## src/rtl/core/cdq_pkg.sv

```systemverilog
`timescale 1ns / 1ps
// Shared types and constants of the circular deque unit.
// Depends on nothing; every other file of the block imports it.
package cdq_pkg;

   localparam int REQ_TYPE_W = 2;
   localparam int DATA_W     = 32;
   localparam int STATUS_W   = 2;
   localparam int POS_W      = 5;

   localparam logic [POS_W-1:0] POS_ZERO = '0;
   localparam logic [POS_W-1:0] POS_ONE  = POS_W'(1);

   typedef enum logic [REQ_TYPE_W-1:0] {
      REQ_PUSH_BACK  = 2'd0,
      REQ_PUSH_FRONT = 2'd1,
      REQ_POP_FRONT  = 2'd2,
      REQ_POP_BACK   = 2'd3
   } req_code_type;

   typedef enum logic [STATUS_W-1:0] {
      ST_DONE  = 2'd0,
      ST_FULL  = 2'd1,
      ST_EMPTY = 2'd2
   } status_type;

   typedef struct packed {
      logic              push;
      logic              at_front;
      logic [DATA_W-1:0] value;
   } cmd_type;

   localparam int CMD_QUEUE_DEPTH = 2;

endpackage

```

## src/rtl/core/cdq_channels.sv

```systemverilog
`timescale 1ns / 1ps
// Handshake channels of the circular deque unit: request, response and capacity write.
// Depends on cdq_pkg for the field widths.
interface cdq_req_if;
   import cdq_pkg::*;
   logic                  valid;
   logic                  ready;
   logic [REQ_TYPE_W-1:0] req_type;
   logic [DATA_W-1:0]     push_value;
   modport source (output valid, output req_type, output push_value, input ready);
   modport sink (input valid, input req_type, input push_value, output ready);
endinterface

interface cdq_rsp_if;
   import cdq_pkg::*;
   logic                valid;
   logic                ready;
   logic [DATA_W-1:0]   pop_value;
   logic [STATUS_W-1:0] status;
   logic [POS_W-1:0]    occupancy;
   logic                is_empty;
   modport source (output valid, output pop_value, output status, output occupancy,
                   output is_empty, input ready);
   modport sink (input valid, input pop_value, input status, input occupancy,
                 input is_empty, output ready);
endinterface

interface cdq_csr_if;
   import cdq_pkg::*;
   logic             valid;
   logic             ready;
   logic [POS_W-1:0] capacity;
   modport source (output valid, output capacity, input ready);
   modport sink (input valid, input capacity, output ready);
endinterface

```

## src/rtl/core/cdq_front.sv

```systemverilog
`timescale 1ns / 1ps
// Request front end: accepts request words, decodes them into commands and
// buffers them in a short queue. Depends on cdq_pkg and cdq_channels.
module cdq_front (
   input  logic             clock,
   input  logic             reset,
   cdq_req_if.sink          req_chan,
   output logic             cmd_valid,
   input  logic             cmd_ready,
   output cdq_pkg::cmd_type cmd
);
   import cdq_pkg::*;

   localparam int QPTR_W = $clog2(CMD_QUEUE_DEPTH);
   localparam int QCNT_W = $clog2(CMD_QUEUE_DEPTH + 1);
   localparam logic [QCNT_W-1:0] QCNT_FULL = QCNT_W'(CMD_QUEUE_DEPTH);
   localparam logic [QPTR_W-1:0] QPTR_LAST = QPTR_W'(CMD_QUEUE_DEPTH - 1);

   cmd_type           entry_ff [CMD_QUEUE_DEPTH];
   logic [QPTR_W-1:0] wr_ptr_ff, wr_ptr_in;
   logic [QPTR_W-1:0] rd_ptr_ff, rd_ptr_in;
   logic [QCNT_W-1:0] fill_ff, fill_in;
   cmd_type           decoded;
   logic              push_en;
   logic              pop_en;

   always_comb begin
      decoded.value = req_chan.push_value;
      unique case (req_code_type'(req_chan.req_type))
         REQ_PUSH_BACK: begin
            decoded.push     = 1'b1;
            decoded.at_front = 1'b0;
         end
         REQ_PUSH_FRONT: begin
            decoded.push     = 1'b1;
            decoded.at_front = 1'b1;
         end
         REQ_POP_FRONT: begin
            decoded.push     = 1'b0;
            decoded.at_front = 1'b1;
         end
         REQ_POP_BACK: begin
            decoded.push     = 1'b0;
            decoded.at_front = 1'b0;
         end
         default: begin
            decoded.push     = 1'b0;
            decoded.at_front = 1'b0;
         end
      endcase
   end

   assign req_chan.ready = (fill_ff != QCNT_FULL);
   assign cmd_valid      = (fill_ff != '0);
   assign cmd            = entry_ff[rd_ptr_ff];
   assign push_en        = req_chan.valid && req_chan.ready;
   assign pop_en         = cmd_valid && cmd_ready;

   always_comb begin
      wr_ptr_in = wr_ptr_ff;
      rd_ptr_in = rd_ptr_ff;
      fill_in   = fill_ff;
      if (push_en) begin
         wr_ptr_in = (wr_ptr_ff == QPTR_LAST) ? '0 : wr_ptr_ff + QPTR_W'(1);
      end
      if (pop_en) begin
         rd_ptr_in = (rd_ptr_ff == QPTR_LAST) ? '0 : rd_ptr_ff + QPTR_W'(1);
      end
      if (push_en && !pop_en) begin
         fill_in = fill_ff + QCNT_W'(1);
      end else if (pop_en && !push_en) begin
         fill_in = fill_ff - QCNT_W'(1);
      end
   end

   always_ff @(posedge clock) begin
      if (reset) begin
         wr_ptr_ff <= '0;
         rd_ptr_ff <= '0;
         fill_ff   <= '0;
      end else begin
         wr_ptr_ff <= wr_ptr_in;
         rd_ptr_ff <= rd_ptr_in;
         fill_ff   <= fill_in;
      end
   end

   always_ff @(posedge clock) begin
      if (push_en) begin
         entry_ff[wr_ptr_ff] <= decoded;
      end
   end

endmodule

```

## src/rtl/core/cdq_back.sv

```systemverilog
`timescale 1ns / 1ps
// Deque back end: ring pointers, slot memory, capacity register and the
// response register. Depends on cdq_pkg and cdq_channels.
module cdq_back #(
   parameter int DEPTH = 16,
   parameter int WIDTH = 32
) (
   input  logic             clock,
   input  logic             reset,
   input  logic             cmd_valid,
   output logic             cmd_ready,
   input  cdq_pkg::cmd_type cmd,
   cdq_rsp_if.source        rsp_chan,
   cdq_csr_if.sink          csr_chan
);
   import cdq_pkg::*;

   localparam int CAP_MAX   = 2 ** POS_W - 1;
   localparam int SLOTS     = (DEPTH < CAP_MAX) ? DEPTH : CAP_MAX;
   localparam int IDX_W     = (SLOTS > 1) ? $clog2(SLOTS) : 1;
   localparam int CAP_RESET = (SLOTS < 16) ? SLOTS : 16;
   localparam logic [POS_W-1:0] SLOTS_POS = POS_W'(SLOTS);
   localparam logic [POS_W-1:0] CAP_INIT  = POS_W'(CAP_RESET);

   function automatic logic [IDX_W-1:0] slot_idx(input logic [POS_W-1:0] pos);
      logic [POS_W-1:0] zero_based;
      zero_based = pos - POS_ONE;
      return zero_based[IDX_W-1:0];
   endfunction

   logic [WIDTH-1:0] slot_mem [SLOTS];
   logic [WIDTH-1:0] rd_data_ff;
   logic [WIDTH-1:0] wr_word;
   logic [POS_W-1:0] cap_ff, cap_in;
   logic [POS_W-1:0] head_ff, head_in;
   logic [POS_W-1:0] tail_ff, tail_in;
   logic [POS_W-1:0] count_ff, count_in;
   logic             rsp_valid_ff, rsp_valid_in;
   status_type       status_ff, status_in;
   logic [POS_W-1:0] occ_ff;
   logic             pop_ok_ff, pop_ok_in;
   logic             wr_en, rd_en;
   logic [IDX_W-1:0] wr_idx, rd_idx;
   logic             cmd_take;
   logic             csr_take;
   logic             empty, full;
   logic [POS_W-1:0] csr_cap;
   logic [DATA_W-1:0] pop_word;

   generate
      if (WIDTH <= DATA_W) begin : g_narrow
         assign wr_word = cmd.value[WIDTH-1:0];
         assign pop_word = DATA_W'(rd_data_ff);
      end else begin : g_wide
         assign wr_word = {{(WIDTH - DATA_W){1'b0}}, cmd.value};
         assign pop_word = rd_data_ff[DATA_W-1:0];
      end
   endgenerate

   assign cmd_ready = !rsp_valid_ff || rsp_chan.ready;
   assign cmd_take  = cmd_valid && cmd_ready;
   assign csr_chan.ready = 1'b1;
   assign csr_take  = csr_chan.valid;
   assign empty     = (count_ff == POS_ZERO);
   assign full      = (count_ff == cap_ff);

   always_comb begin
      csr_cap = csr_chan.capacity;
      if (csr_cap == POS_ZERO) begin
         csr_cap = POS_ONE;
      end
      if (csr_cap > SLOTS_POS) begin
         csr_cap = SLOTS_POS;
      end
   end

   always_comb begin
      head_in   = head_ff;
      tail_in   = tail_ff;
      count_in  = count_ff;
      wr_en     = 1'b0;
      rd_en     = 1'b0;
      wr_idx    = '0;
      rd_idx    = '0;
      status_in = ST_DONE;
      pop_ok_in = 1'b0;
      if (cmd.push) begin
         if (full) begin
            status_in = ST_FULL;
         end else if (!cmd.at_front || empty) begin
            tail_in  = (tail_ff >= cap_ff) ? POS_ONE : tail_ff + POS_ONE;
            wr_en    = 1'b1;
            wr_idx   = slot_idx(tail_in);
            count_in = count_ff + POS_ONE;
         end else begin
            head_in  = (head_ff <= POS_ONE) ? cap_ff : head_ff - POS_ONE;
            wr_en    = 1'b1;
            wr_idx   = slot_idx(head_in);
            count_in = count_ff + POS_ONE;
         end
      end else begin
         if (empty) begin
            status_in = ST_EMPTY;
         end else begin
            rd_en     = 1'b1;
            pop_ok_in = 1'b1;
            count_in  = count_ff - POS_ONE;
            if (cmd.at_front) begin
               rd_idx = slot_idx(head_ff);
            end else begin
               rd_idx = slot_idx(tail_ff);
            end
            if (count_in == POS_ZERO) begin
               head_in = POS_ONE;
               tail_in = POS_ZERO;
            end else if (cmd.at_front) begin
               head_in = (head_ff >= cap_ff) ? POS_ONE : head_ff + POS_ONE;
            end else begin
               tail_in = (tail_ff <= POS_ONE) ? cap_ff : tail_ff - POS_ONE;
            end
         end
      end
   end

   always_comb begin
      cap_in = cap_ff;
      if (csr_take) begin
         cap_in = csr_cap;
      end
   end

   always_comb begin
      rsp_valid_in = rsp_valid_ff;
      if (cmd_take) begin
         rsp_valid_in = 1'b1;
      end else if (rsp_chan.ready) begin
         rsp_valid_in = 1'b0;
      end
   end

   always_ff @(posedge clock) begin
      if (reset) begin
         cap_ff       <= CAP_INIT;
         head_ff      <= POS_ONE;
         tail_ff      <= POS_ZERO;
         count_ff     <= POS_ZERO;
         rsp_valid_ff <= 1'b0;
      end else begin
         cap_ff       <= cap_in;
         rsp_valid_ff <= rsp_valid_in;
         if (csr_take) begin
            head_ff  <= POS_ONE;
            tail_ff  <= POS_ZERO;
            count_ff <= POS_ZERO;
         end else if (cmd_take) begin
            head_ff  <= head_in;
            tail_ff  <= tail_in;
            count_ff <= count_in;
         end
      end
   end

   always_ff @(posedge clock) begin
      if (cmd_take) begin
         status_ff <= status_in;
         occ_ff    <= count_in;
         pop_ok_ff <= pop_ok_in;
      end
   end

   always_ff @(posedge clock) begin
      if (cmd_take && wr_en) begin
         slot_mem[wr_idx] <= wr_word;
      end
      if (cmd_take && rd_en) begin
         rd_data_ff <= slot_mem[rd_idx];
      end
   end

   assign rsp_chan.valid     = rsp_valid_ff;
   assign rsp_chan.pop_value = pop_ok_ff ? pop_word : '0;
   assign rsp_chan.status    = status_ff;
   assign rsp_chan.occupancy = occ_ff;
   assign rsp_chan.is_empty  = (occ_ff == POS_ZERO);

endmodule

```

## src/rtl/core/circular_deque_unit.sv

```systemverilog
`timescale 1ns / 1ps
// Top level of the circular deque unit: front end, command queue and back end.
// Depends on cdq_pkg, cdq_channels, cdq_front and cdq_back.
//
// The unit keeps a double-ended queue of words in a ring whose size is set by
// the capacity register (1 to the smaller of DEPTH and 31, reset 16 or DEPTH).
// Every request word yields exactly one response word, in order. It sustains
// one request per cycle while the response channel is not stalled; a response
// passes through the two-entry command queue and then the back end, whose
// response register also holds the word read from the slot memory.
// Writing the capacity empties the deque and must be done while no request is
// in flight. No clearing pass runs after reset.
module circular_deque_unit #(
   parameter int DEPTH = 16,
   parameter int WIDTH = 32
) (
   input  logic       clock,
   input  logic       reset,
   cdq_req_if.sink    req_chan,
   cdq_rsp_if.source  rsp_chan,
   cdq_csr_if.sink    csr_chan
);
   import cdq_pkg::*;

   logic    cmd_valid;
   logic    cmd_ready;
   cmd_type cmd;

   cdq_front u_front (
      .clock     (clock),
      .reset     (reset),
      .req_chan  (req_chan),
      .cmd_valid (cmd_valid),
      .cmd_ready (cmd_ready),
      .cmd       (cmd)
   );

   cdq_back #(
      .DEPTH (DEPTH),
      .WIDTH (WIDTH)
   ) u_back (
      .clock     (clock),
      .reset     (reset),
      .cmd_valid (cmd_valid),
      .cmd_ready (cmd_ready),
      .cmd       (cmd),
      .rsp_chan  (rsp_chan),
      .csr_chan  (csr_chan)
   );

endmodule

```

## src/flat_wrapper.sv

```systemverilog
// flat-port wrapper written by rule: the top's interface ports become plain ports
module circular_deque_unit_flat import cdq_pkg::*;
#(
   parameter int DEPTH = 16,
   parameter int WIDTH = 32
)
  (clock, reset, req_chan_valid, req_chan_req_type, req_chan_push_value, req_chan_ready, rsp_chan_valid, rsp_chan_pop_value, rsp_chan_status, rsp_chan_occupancy, rsp_chan_is_empty, rsp_chan_ready, csr_chan_valid, csr_chan_capacity, csr_chan_ready);
  cdq_req_if req_chan_i ();
  cdq_rsp_if rsp_chan_i ();
  cdq_csr_if csr_chan_i ();
  input  logic clock;
  input  logic reset;
  input wire logic [$bits(req_chan_i.valid)-1:0] req_chan_valid;
  input wire logic [$bits(req_chan_i.req_type)-1:0] req_chan_req_type;
  input wire logic [$bits(req_chan_i.push_value)-1:0] req_chan_push_value;
  output wire logic [$bits(req_chan_i.ready)-1:0] req_chan_ready;
  output wire logic [$bits(rsp_chan_i.valid)-1:0] rsp_chan_valid;
  output wire logic [$bits(rsp_chan_i.pop_value)-1:0] rsp_chan_pop_value;
  output wire logic [$bits(rsp_chan_i.status)-1:0] rsp_chan_status;
  output wire logic [$bits(rsp_chan_i.occupancy)-1:0] rsp_chan_occupancy;
  output wire logic [$bits(rsp_chan_i.is_empty)-1:0] rsp_chan_is_empty;
  input wire logic [$bits(rsp_chan_i.ready)-1:0] rsp_chan_ready;
  input wire logic [$bits(csr_chan_i.valid)-1:0] csr_chan_valid;
  input wire logic [$bits(csr_chan_i.capacity)-1:0] csr_chan_capacity;
  output wire logic [$bits(csr_chan_i.ready)-1:0] csr_chan_ready;
  assign req_chan_i.valid = req_chan_valid;
  assign req_chan_i.req_type = req_chan_req_type;
  assign req_chan_i.push_value = req_chan_push_value;
  assign req_chan_ready = req_chan_i.ready;
  assign rsp_chan_valid = rsp_chan_i.valid;
  assign rsp_chan_pop_value = rsp_chan_i.pop_value;
  assign rsp_chan_status = rsp_chan_i.status;
  assign rsp_chan_occupancy = rsp_chan_i.occupancy;
  assign rsp_chan_is_empty = rsp_chan_i.is_empty;
  assign rsp_chan_i.ready = rsp_chan_ready;
  assign csr_chan_i.valid = csr_chan_valid;
  assign csr_chan_i.capacity = csr_chan_capacity;
  assign csr_chan_ready = csr_chan_i.ready;
  circular_deque_unit #(.DEPTH(DEPTH), .WIDTH(WIDTH)) u_core (.clock(clock), .reset(reset), .req_chan(req_chan_i), .rsp_chan(rsp_chan_i), .csr_chan(csr_chan_i));
endmodule
```

## config.mk

```make
export PLATFORM = sky130hd
export DESIGN_NAME = circular_deque_unit_flat
export DESIGN_NICKNAME = d
export VERILOG_FILES = /design/src/rtl/core/cdq_pkg.sv /design/src/rtl/core/cdq_channels.sv /design/src/rtl/core/cdq_front.sv /design/src/rtl/core/cdq_back.sv /design/src/rtl/core/circular_deque_unit.sv /design/src/flat_wrapper.sv
export SDC_FILE = /design/constraint.sdc
export NUM_CORES = 1
export LEC_CHECK = 0
export ABC_CLOCK_PERIOD_IN_PS = 7100
export BUFFER_PORTS_ARGS = -buffer_cell sky130_fd_sc_hd__buf_2
export CAP_MARGIN = 15
export CORE_MARGIN = 3
export CORE_UTILIZATION = 30
export CTS_CLUSTER_SIZE = 25
export DETAILED_ROUTE_END_ITERATION = 10
export SLEW_MARGIN = 20
export SYNTH_ARGS = -nofsm -noshare
export SYNTH_HDL_FRONTEND = slang
export SYNTH_SLANG_ARGS = --single-unit
```

## constraint.sdc

```tcl
create_clock -name clock -period 7.1 [get_ports clock]
set_input_delay 1.42 -clock clock [delete_from_list [all_inputs] [get_ports clock]]
set_output_delay 1.42 -clock clock [all_outputs]
set_load 0.01 [all_outputs]
```

==> results of run 1 <==
==> state kept, by name, indices dropped and copies added (netlist names), 2 cells and up, named ones only <==
register,flops
u_core.u_back.tail_ff,5
u_core.u_front.entry_ff,68
u_core.u_back.count_ff,5
u_core.u_front.fill_ff,2
u_core.u_back.slot_mem,512
u_core.u_back.rsp_chan.occupancy,5
u_core.u_back.rsp_chan.status,2
u_core.u_back.cap_ff,5
u_core.u_back.pop_word,32
u_core.u_back.head_ff,5
==> kinds of logic (layout without fill, tap and decap cells) <==
group	Yosys count	count (layout)	synth area share
and+or+nand+nor	266	266	0.0505
xor gates and xnor gates	25	25	0.00843
muxes	173	173	0.0897
DFF	646	646	0.737
other	1	3	0.000144
buffers and inverters	112	251	0.0206
AOI/OAI and AO/OA	257	257	0.0818
adders and majority gates	24	24	0.0116
==> area by class of cell <==
class	instances	area share
Tap cell	1144	0.0481
Timing Repair Buffer	120	0.0240
Sequential cell	646	0.643
Multi-Input combinational cell	746	0.216
Inverter	18	0.00235
Clock buffer	82	0.0553
Antenna cell	2	0.000168
Clock inverter	31	0.0109
==> metrics by stage <==
| stage | utilization | std cells | setup WS, ns | hold slack [ns] | power (mW) |
|---|---|---|---|---|---|
| 2_1_floorplan | - | 1504 | 0.967 | 0.481 | 6.80 |
| 3_3_place_gp | 0.325 | 2673 | 2.48 | 0.501 | 7.59 |
| 3_5_place_dp | 0.325 | 2674 | 2.69 | 0.509 | 7.69 |
| 4_1_cts | 0.348 | 2787 | 2.67 | 0.528 | 10.9 |
| 5_1_grt | 0.349 | 2787 | 2.22 | 0.559 | 11.3 |
| 6_report | 0.349 | 2789 | 2.68 | 0.529 | 10.8 |
==> path summary, 6_finish.rpt <==
path	slack, ns	to
worst max-delay path	2.68	u_core.u_back.slot_mem[12][8]
worst min-delay path	0.53	u_core.u_front.rd_ptr_ff
worst max register to register	2.68	u_core.u_back.slot_mem[12][8]
worst min register to register	0.53	u_core.u_front.rd_ptr_ff
==> tightest hold or removal path, cell delays in order (launching register included) <==
cell and delay, ns:
dfxtp_1 0.32, xnor2_1 0.09, nor2_1 0.08
==> power groups by stage <==
| stage | Sequential (mW) | Combinational (mW) | Clock, mW |
|---|---|---|---|
| after floorplan | 4.98 | 1.82 | 0 |
| after global placement | 5.05 | 2.54 | 0 |
| after detailed placement | 5.06 | 2.62 | 0 |
| after CTS | 4.98 | 2.63 | 3.29 |
| after global routing | 5.01 | 2.84 | 3.44 |
| final | 4.98 | 2.61 | 3.22 |
==> Yosys cell counts, drive strengths merged (3+ instances only) <==
library cell | number | area, um^2
xnor2 | 15 | 131
buf | 40 | 262
o32ai | 4 | 35.0
a221oi | 64 | 561
a221o | 32 | 320
xor2 | 10 | 87.6
a22oi | 35 | 263
mux2i | 10 | 129
mux4 | 32 | 721
dfxtp | 26 | 521
a31oi | 4 | 25.0
or2 | 6 | 37.5
o21ai | 18 | 93.8
clkbuf | 54 | 203
nor2 | 45 | 171
a222oi | 35 | 350
nor3 | 52 | 260
edfxtp | 620 | 18600
and3 | 3 | 18.8
and2 | 37 | 231
nor3b | 9 | 72.6
or3 | 3 | 18.8
a2bb2oi | 3 | 26.3
nand3 | 11 | 55.1
nand3b | 3 | 22.5
inv | 17 | 66.3
mux2 | 131 | 1480
nor2b | 4 | 25.0
nand2b | 4 | 25.0
a21oi | 25 | 129
o211ai | 6 | 45.0
a211oi | 9 | 67.6
ha | 24 | 300
nand2 | 84 | 325
==> routing by layer <==
layer | global-route usage | part of all wire | vias to the layer above
li1 | - | - | 6280
met3 | 0.0270 | 0.057 | 106
met4 | 0.0428 | 0.026 | 8
met2 | 0.236 | 0.50 | 485
met1 | 0.171 | 0.41 | 7301
met5 | 0 | 0.00082 | -
==> impl_metrics.py, run 1 <==
metrics = {
    "worst_setup_path": {
        "startpoint_type": "flop",
        "path_delay_family": "simple AND/OR/NAND/NOR gates",
        "cp_common_cell": "ha_1",
        "crit_buf_inv": 2,
        "crit_chain": "inv_1 -> ha_1 -> nor4b_1 -> o21ai_0 -> a31oi_1 -> a22o_1 -> ha_1 -> and3_1 -> mux2i_1 -> nor3b_2 -> buf_4",
        "startpoint": "u_core.u_back.count_ff[1]",
        "cp_max_fo": 25,
        "worst_ep_required_time_ns": 7.39,
        "r2r_start": "u_core.u_back.count_ff[1]",
        "cp_num_cells": 11,
        "reg2regPathDepth": 11,
        "cp_slowest_cell": "nor3b_2",
        "cp_data_arrival_time_ns": 4.71,
        "slowest_delay_ns": 0.69,
        "endpoint_kind": "flop",
        "crit_type": "reg -> reg",
    },
    "pwr": {
        "p_per_area_nw_per_um2": 363,
        "p_clk_frac": 0.298,
        "pwr-share-seq": 0.461,
        "switching_share": 0.296,
        "combPwrFrac": 0.241,
        "leakage_nw": 9.47,
        "p_sw_mw": 3.19,
        "irDropWorstVdd_v": 0.000186,
        "internal_power_mw": 7.61,
    },
    "cts": {
        "cts_root_buf": "clkbuf_16",
        "h-tree-depth": 2,
        "clock-sinks": 646,
        "cts_made_buffers": 61,
        "clk_pin_slew_ns": 0.06,
        "cts_setup_buffers": 0,
        "cts_tree": "built",
        "cts_hold_buffers": 0,
        "cts_buffer_depth": 3,
        "clk_latency_ns": 0.65,
        "cts_resized": 0,
    },
    "logic_synthesis": {
        "synth.avg_cell_area_um2": 17.3,
        "seq_area_frac_synth": 0.737,
        "netlist-cell-type-count": 69,
        "netlist_area_um2": 26000,
        "yosysWarnings": 0,
        "synth_flop_cell": "edfxtp_1",
        "synth.net_count": 1572,
        "ys_async_sr_fraction": 0,
        "ys_ff_latch": 646,
        "synth-edff-count": 620,
        "synth_cells": 1504,
    },
    "worst_hold_path": {
        "hp-class": "reg -> reg",
        "worstHoldPathCells": 2,
        "worstHoldStart": "u_core.u_front.rd_ptr_ff",
    },
    "grt": {
        "grtUsageTotal": 0.136,
        "grt_pass1_vias": 14645,
        "grt_pass1_wl_mm": 93.6,
        "grt-ovfl-total": 0,
        "antenna_found_initial": 6,
        "grt_max_degree": 68,
    },
    "layout": {
        "nets": 1661,
        "final_common_cell": "edfxtp_1",
        "fin_area_um2": 29800,
        "layout_common_cells": "edfxtp_1 (620), mux2_2 (130), buf_2 (85)",
        "area_growth_pct": 14.7,
        "multiInputGateArea_um2": 6440,
        "fillCellCount": 8119,
        "seq_area_um2": 19100,
        "drive_above_1_share": 0.252,
    },
    "timing": {
        "clock.fmax_mhz": 226,
        "timing.setup.tns_ns": 0,
        "worst_pin_slew_ns": 1.03,
        "hold_viol": 0,
        "setup_viol_count_final": 0,
        "finalCritPeriodShare": 0.622,
        "rsz0062_at_grt": "no",
        "slew_headroom": 0.308,
        "min_period_ns": 4.42,
        "skew_ns": 0.0298,
        "slew_violations": 0,
    },
    "drt": {
        "drt_first_pass_iters": 6,
        "wl_per_cell_um": 22.3,
        "vias": 14180,
        "drt-total-wl_mm": 62.3,
        "drc": 0,
        "drt-vias-per-instance": 5.08,
        "drt_iter0_drc": 1315,
        "ant_nets": 0,
    },
    "job": {
        "drv_cap": 0,
    },
    "placed_design": {
        "post_dp_cell_area_um2": 27800,
        "gp_congestion": 0.791,
        "io_buffers": 85,
        "hpwl_mm": 34.6,
    },
    "die": {
        "floorplan.initialDensity": 0.304,
        "rows": 107,
        "placeableCoreArea_um2": 85400,
        "die_x_um": 300,
        "die_h_um": 300,
        "boundaryPins": 87,
        "die-area_um2": 90100,
    },
    "run_status": {
        "outcome": "completed",
    },
}
(Power assumes the default switching activity.)
==> inputs of run 2 (changes only) <==
- ABC_CLOCK_PERIOD_IN_PS: 7100 -> 3890
- clock period: 7.1 -> 3.89 ns (I/O delays scaled with it)
==> run 2 against run 1 <==
Effect of this change:
- global-route usage increased by 0.079 points
- critical path type unchanged
- highest routed layer is now met4
- worst hold slack worse by 0.16 ns
- worst setup slack got worse by 2.4 ns
- design area is 2.6% higher
- critical endpoint is now u_core.u_back.slot_mem[14][24]
- flip-flop and latch count stayed put
- sequential power is 80% higher
- power rose by 91%
==> impl_metrics.py, run 2 (synthesis gave the netlist of run 1 again) <==
metrics = {
    "drt": {
        "drt_first_pass_iters": 8,
        "drt-vias-per-instance": 5.05,
        "ant_nets": 0,
        "drt_iter0_drc": 1324,
        "vias": 14247,
        "drt-total-wl_mm": 62.5,
        "wl_per_cell_um": 22.2,
        "drc": 0,
    },
    "placed_design": {
        "io_buffers": 85,
        "gp_congestion": 0.833,
        "hpwl_mm": 36.5,
        "dp_cells": 2697,
        "post_dp_cell_area_um2": 28300,
    },
    "worst_setup_path": {
        "cp_max_fo": 32,
        "cp_data_arrival_time_ns": 3.92,
        "worst_ep_required_time_ns": 4.16,
        "endpoint_kind": "flop",
        "crit_chain": "inv_1 -> ha_1 -> nor4b_4 -> o21ai_0 -> a31oi_2 -> a22o_1 -> ha_1 -> or4_4 -> nor3b_4 -> buf_12",
        "crit_buf_inv": 2,
        "cp_slowest_cell": "or4_4",
        "cp_common_cell": "ha_1",
        "crit_type": "reg -> reg",
        "slowest_delay_ns": 0.63,
        "path_delay_family": "simple AND/OR/NAND/NOR gates",
        "startpoint_type": "flop",
    },
    "layout": {
        "nets": 1692,
        "largest-register": "u_core.u_back.slot_mem",
        "fin_area_um2": 30600,
        "layout_common_cells": "edfxtp_1 (620), mux2_2 (130), buf_2 (85)",
        "final_common_cell": "edfxtp_1",
        "drive_above_1_share": 0.272,
        "fin_cells": 2821,
        "area_growth_pct": 17.7,
        "largest_reg_flops": 512,
        "diodes": 0,
    },
    "cts": {
        "clk_pin_slew_ns": 0.06,
        "cts_made_buffers": 68,
        "h-tree-depth": 3,
        "cts_buffer_depth": 3,
        "clock-sinks": 646,
        "cts_tree": "built",
        "clk_latency_ns": 0.59,
        "cts_root_buf": "clkbuf_16",
    },
    "job": {
        "drv_cap": 0,
    },
    "timing": {
        "skew_ns": 0.0200,
        "clock.fmax_mhz": 274,
        "hold_viol": 0,
        "worst_pin_slew_ns": 1.02,
        "hold_ws_ns": 0.369,
        "slew_violations": 0,
        "slew_headroom": 0.318,
        "setup_viol_count_final": 0,
        "rsz0062_at_grt": "no",
        "min_period_ns": 3.64,
        "timing.setup.tns_ns": 0,
        "finalCritPeriodShare": 0.937,
    },
    "die": {
        "placeableCoreArea_um2": 85400,
        "floorplan.initialDensity": 0.304,
        "die_x_um": 300,
        "die_h_um": 300,
        "rows": 107,
        "boundaryPins": 87,
        "die-area_um2": 90100,
    },
    "grt": {
        "grt-ovfl-total": 0,
        "grt_max_degree": 97,
        "antenna_found_initial": 0,
        "grtUsageTotal": 0.137,
        "grt_pass1_wl_mm": 93.7,
        "grt_pass1_vias": 14688,
    },
    "pwr": {
        "p_total_mw": 20.6,
        "irDropWorstVdd_v": 0.000405,
        "leakage_nw": 9.86,
        "p_per_area_nw_per_um2": 676,
    },
    "worst_hold_path": {
        "hp-class": "in -> reg",
    },
    "run_status": {
        "outcome": "completed",
    },
}
run 2: power by group:
group | switching [mW] | internal [mW]
sequential | 0.179 | 8.80
clock | 2.64 | 3.77
combinational | 3.30 | 1.96
run 2: repair_timing:
action                                 CTS  global route
setup buffers                            0             1
hold buffers                             0             0
setup endpoints to repair              340           148
endpoints found under the hold margin    0             0
gates resized for setup                  4             3
run 2: worst paths after layout:
| kind | cells after the start | endpoint | slack [ns] | from |
|---|---|---|---|---|
| worst max-delay path | 10 | u_core.u_back.slot_mem[14][24] | 0.25 | u_core.u_back.count_ff[0] |
| worst min-delay path | 1 | u_core.u_front.entry_ff[1][21] | 0.37 | req_chan_push_value[21] |
| worst max register to register | 10 | u_core.u_back.slot_mem[14][24] | 0.25 | u_core.u_back.count_ff[0] |
| worst min register to register | 2 | u_core.u_back.rsp_chan.valid | 0.50 | u_core.u_back.rsp_chan.valid |
run 2: final cells by class:
type	count	area, um^2
clock buffer	77	1780
clock inverter	46	445
fill	8029	54900
inverter	18	70.1
multi-input combinational	746	6590
sequential	646	19100
tap	1144	1430
timing repair buffer	144	1100
run 2: per-layer routing:
layer,up-vias,part of all wire,routed length [um],global-route usage
li1,6366,-,-,-
met1,7325,0.43,26900,0.182
met2,478,0.49,30900,0.231
met3,78,0.059,3670,0.0253
met4,0,0.018,1110,0.0384
met5,-,0,0,0
run 2: metrics by stage:
step                setup WS, ns  utilization
floorplan                 -0.383            -
global placement          -0.135        0.331
detailed placement        -0.217        0.331
CTS                       0.0824        0.357
global route              0.0615        0.358
finish                     0.246        0.358
==> inputs of run 3 (changes only) <==
- CORE_UTILIZATION: 30 -> 45
==> run 3 against run 2 <==
Effect of this change:
- clock skew shrank 0.0031 ns
- design area shrank 0.91%
- sequential power is essentially flat
==> impl_metrics.py, run 3 (synthesis gave the netlist of run 1 again) <==
metrics = {
    "run_status": {
        "outcome": "completed",
    },
    "cts": {
        "cts_buffer_depth": 3,
        "cts_hold_buffers": 0,
        "clk_pin_slew_ns": 0.06,
        "clk_latency_ns": 0.60,
        "cts_made_buffers": 69,
        "cts_root_buf": "clkbuf_16",
        "h-tree-depth": 3,
        "clock-sinks": 646,
        "cts_tree": "built",
    },
    "layout": {
        "nets": 1703,
        "area_growth_pct": 16.6,
        "fin_util": 0.534,
        "layout_common_cells": "edfxtp_1 (620), mux2_2 (130), buf_2 (85)",
        "largest-register": "u_core.u_back.slot_mem",
        "largest_reg_flops": 512,
        "diodes": 0,
        "fin_area_um2": 30300,
        "final_common_cell": "edfxtp_1",
        "fin_cells": 2444,
        "drive_above_1_share": 0.275,
    },
    "timing": {
        "slew_violations": 0,
        "clock.fmax_mhz": 272,
        "finalCritPeriodShare": 0.946,
        "min_period_ns": 3.68,
        "skew_ns": 0.0170,
        "setup_viol_count_final": 0,
        "timing.setup.tns_ns": 0,
        "rsz0062_at_grt": "no",
        "worst_pin_slew_ns": 1.02,
        "hold_viol": 0,
        "setup_ws_ns": 0.210,
        "slew_headroom": 0.316,
    },
    "placed_design": {
        "gp_congestion": 0.856,
        "post_dp_cell_area_um2": 27900,
        "dp_cells": 2320,
        "io_buffers": 85,
        "place_ws_ns": -0.0814,
        "hpwl_mm": 35.5,
    },
    "pwr": {
        "irDropWorstVdd_v": 0.000407,
        "p_per_area_nw_per_um2": 694,
        "leakage_nw": 9.97,
    },
    "grt": {
        "grt_pass1_vias": 14835,
        "grtUsageTotal": 0.201,
        "grt-ovfl-total": 0,
        "grt_max_degree": 97,
        "antenna_found_initial": 0,
        "grt_pass1_wl_mm": 91.2,
    },
    "worst_hold_path": {
        "worstHoldPathCells": 1,
        "worstHoldStart": "req_chan_push_value[4]",
        "hp-class": "in -> reg",
        "min_to": "u_core.u_front.entry_ff[1][4]",
    },
    "worst_setup_path": {
        "crit_type": "reg -> reg",
        "cp_common_cell": "ha_1",
        "r2r_start": "u_core.u_back.count_ff[0]",
        "cp_max_fo": 18,
        "startpoint_type": "flop",
        "crit_chain": "inv_1 -> ha_1 -> nor4b_2 -> o21ai_0 -> a31oi_2 -> a22o_2 -> ha_1 -> or4_4 -> nor3_4 -> buf_4",
        "rr_endpoint": "u_core.u_back.slot_mem[2][19]",
        "worst_ep_required_time_ns": 4.15,
        "cp_data_arrival_time_ns": 3.94,
        "reg2regPathDepth": 10,
        "cp_slowest_cell": "or4_4",
        "endpoint_kind": "flop",
        "slowest_delay_ns": 0.63,
        "ff2ff_setup_slack_ns": 0.21,
    },
    "drt": {
        "ant_nets": 0,
        "wl_per_cell_um": 24.6,
        "drc": 0,
        "drt-vias-per-instance": 5.80,
        "vias": 14178,
        "drt_first_pass_iters": 6,
        "drt-total-wl_mm": 60.1,
        "drt_iter0_drc": 1257,
    },
    "die": {
        "boundaryPins": 87,
        "floorplan.initialDensity": 0.458,
        "die-area_um2": 60600,
        "placeableCoreArea_um2": 56700,
        "rows": 87,
        "die_x_um": 246,
        "die_h_um": 246,
    },
    "job": {
        "drv_cap": 0,
    },
}
[run 3: cell count changes in the layout (fill, tap and decap cells not counted), sizes merged]
cell / before / now
inv: 18 / 20
bufinv: 7 / 10
buf: 144 / 154
clkinvlp: 5 / 1
clkbuf: 77 / 87
clkinv: 34 / 24
[run 3: worst max path at each step]
stage / from / to / slack (ns) / cells past startpoint
final: u_core.u_back.count_ff[0] / u_core.u_back.slot_mem[2][19] / 0.21 / 10
after global placement: u_core.u_back.count_ff[0] / u_core.u_back.slot_mem[2][22] / 0.06 / 10
after floorplan: u_core.u_back.tail_ff[0] / u_core.u_back.slot_mem[6][0] / -0.38 / 10
after CTS: u_core.u_back.cap_ff[2] / u_core.u_back.slot_mem[2][28] / 0.002 / 10
after detailed placement: u_core.u_back.cap_ff[2] / u_core.u_back.slot_mem[2][22] / -0.08 / 10
after global routing: u_core.u_back.count_ff[0] / u_core.u_back.slot_mem[2][24] / 0.02 / 10
[run 3: per-layer routing]
| metal | up-vias | wire length, um | track usage |
|---|---|---|---|
| met5 | - | 0 | 0 |
| met4 | 0 | 1350 | 0.0627 |
| met3 | 88 | 3090 | 0.0295 |
| met2 | 419 | 29000 | 0.330 |
| met1 | 7280 | 26600 | 0.278 |
| li1 | 6391 | - | - |
[run 3: area by class of cell]
type	count	area (um^2)
inverter	18	70.1
clock buffer	87	1900
multi-input combinational	746	6600
tap	756	946
clock inverter	37	457
timing repair buffer	154	1160
sequential	646	19100
fill	4520	26400
[run 3: critical path, delay by kind of cell (launching register included)]
kind | cells | cell delay, ns
flip-flops | 1 | 0.38
AND/OR/NAND/NOR | 3 | 1.12
AO/OA/AOI/OAI | 3 | 0.81
buffers and inverters | 2 | 0.53
adder cells (fa/ha/maj) | 2 | 0.49
[run 3: power breakdown]
group | internal [mW] | leakage (nW) | switching (mW)
Clock | 4.14 | 1.15 | 2.63
Sequential | 8.80 | 5.82 | 0.175
Combinational | 1.98 | 3.01 | 3.27
[run 3: metrics by stage]
stage,hold WS [ns],power (mW)
3_3_place_gp,0.494,14.3
5_1_grt,0.350,21.9
2_1_floorplan,0.481,12.5
4_1_cts,0.329,21.2
6_report,0.367,21.0
3_5_place_dp,0.490,14.4
[run 3: repair_timing]
| action | 4_1_cts | 5_1_grt |
|---|---|---|
| buffers inserted | 0 | 0 |
| setup endpoints to repair | 193 | 230 |
| resized for setup | 1 | 4 |
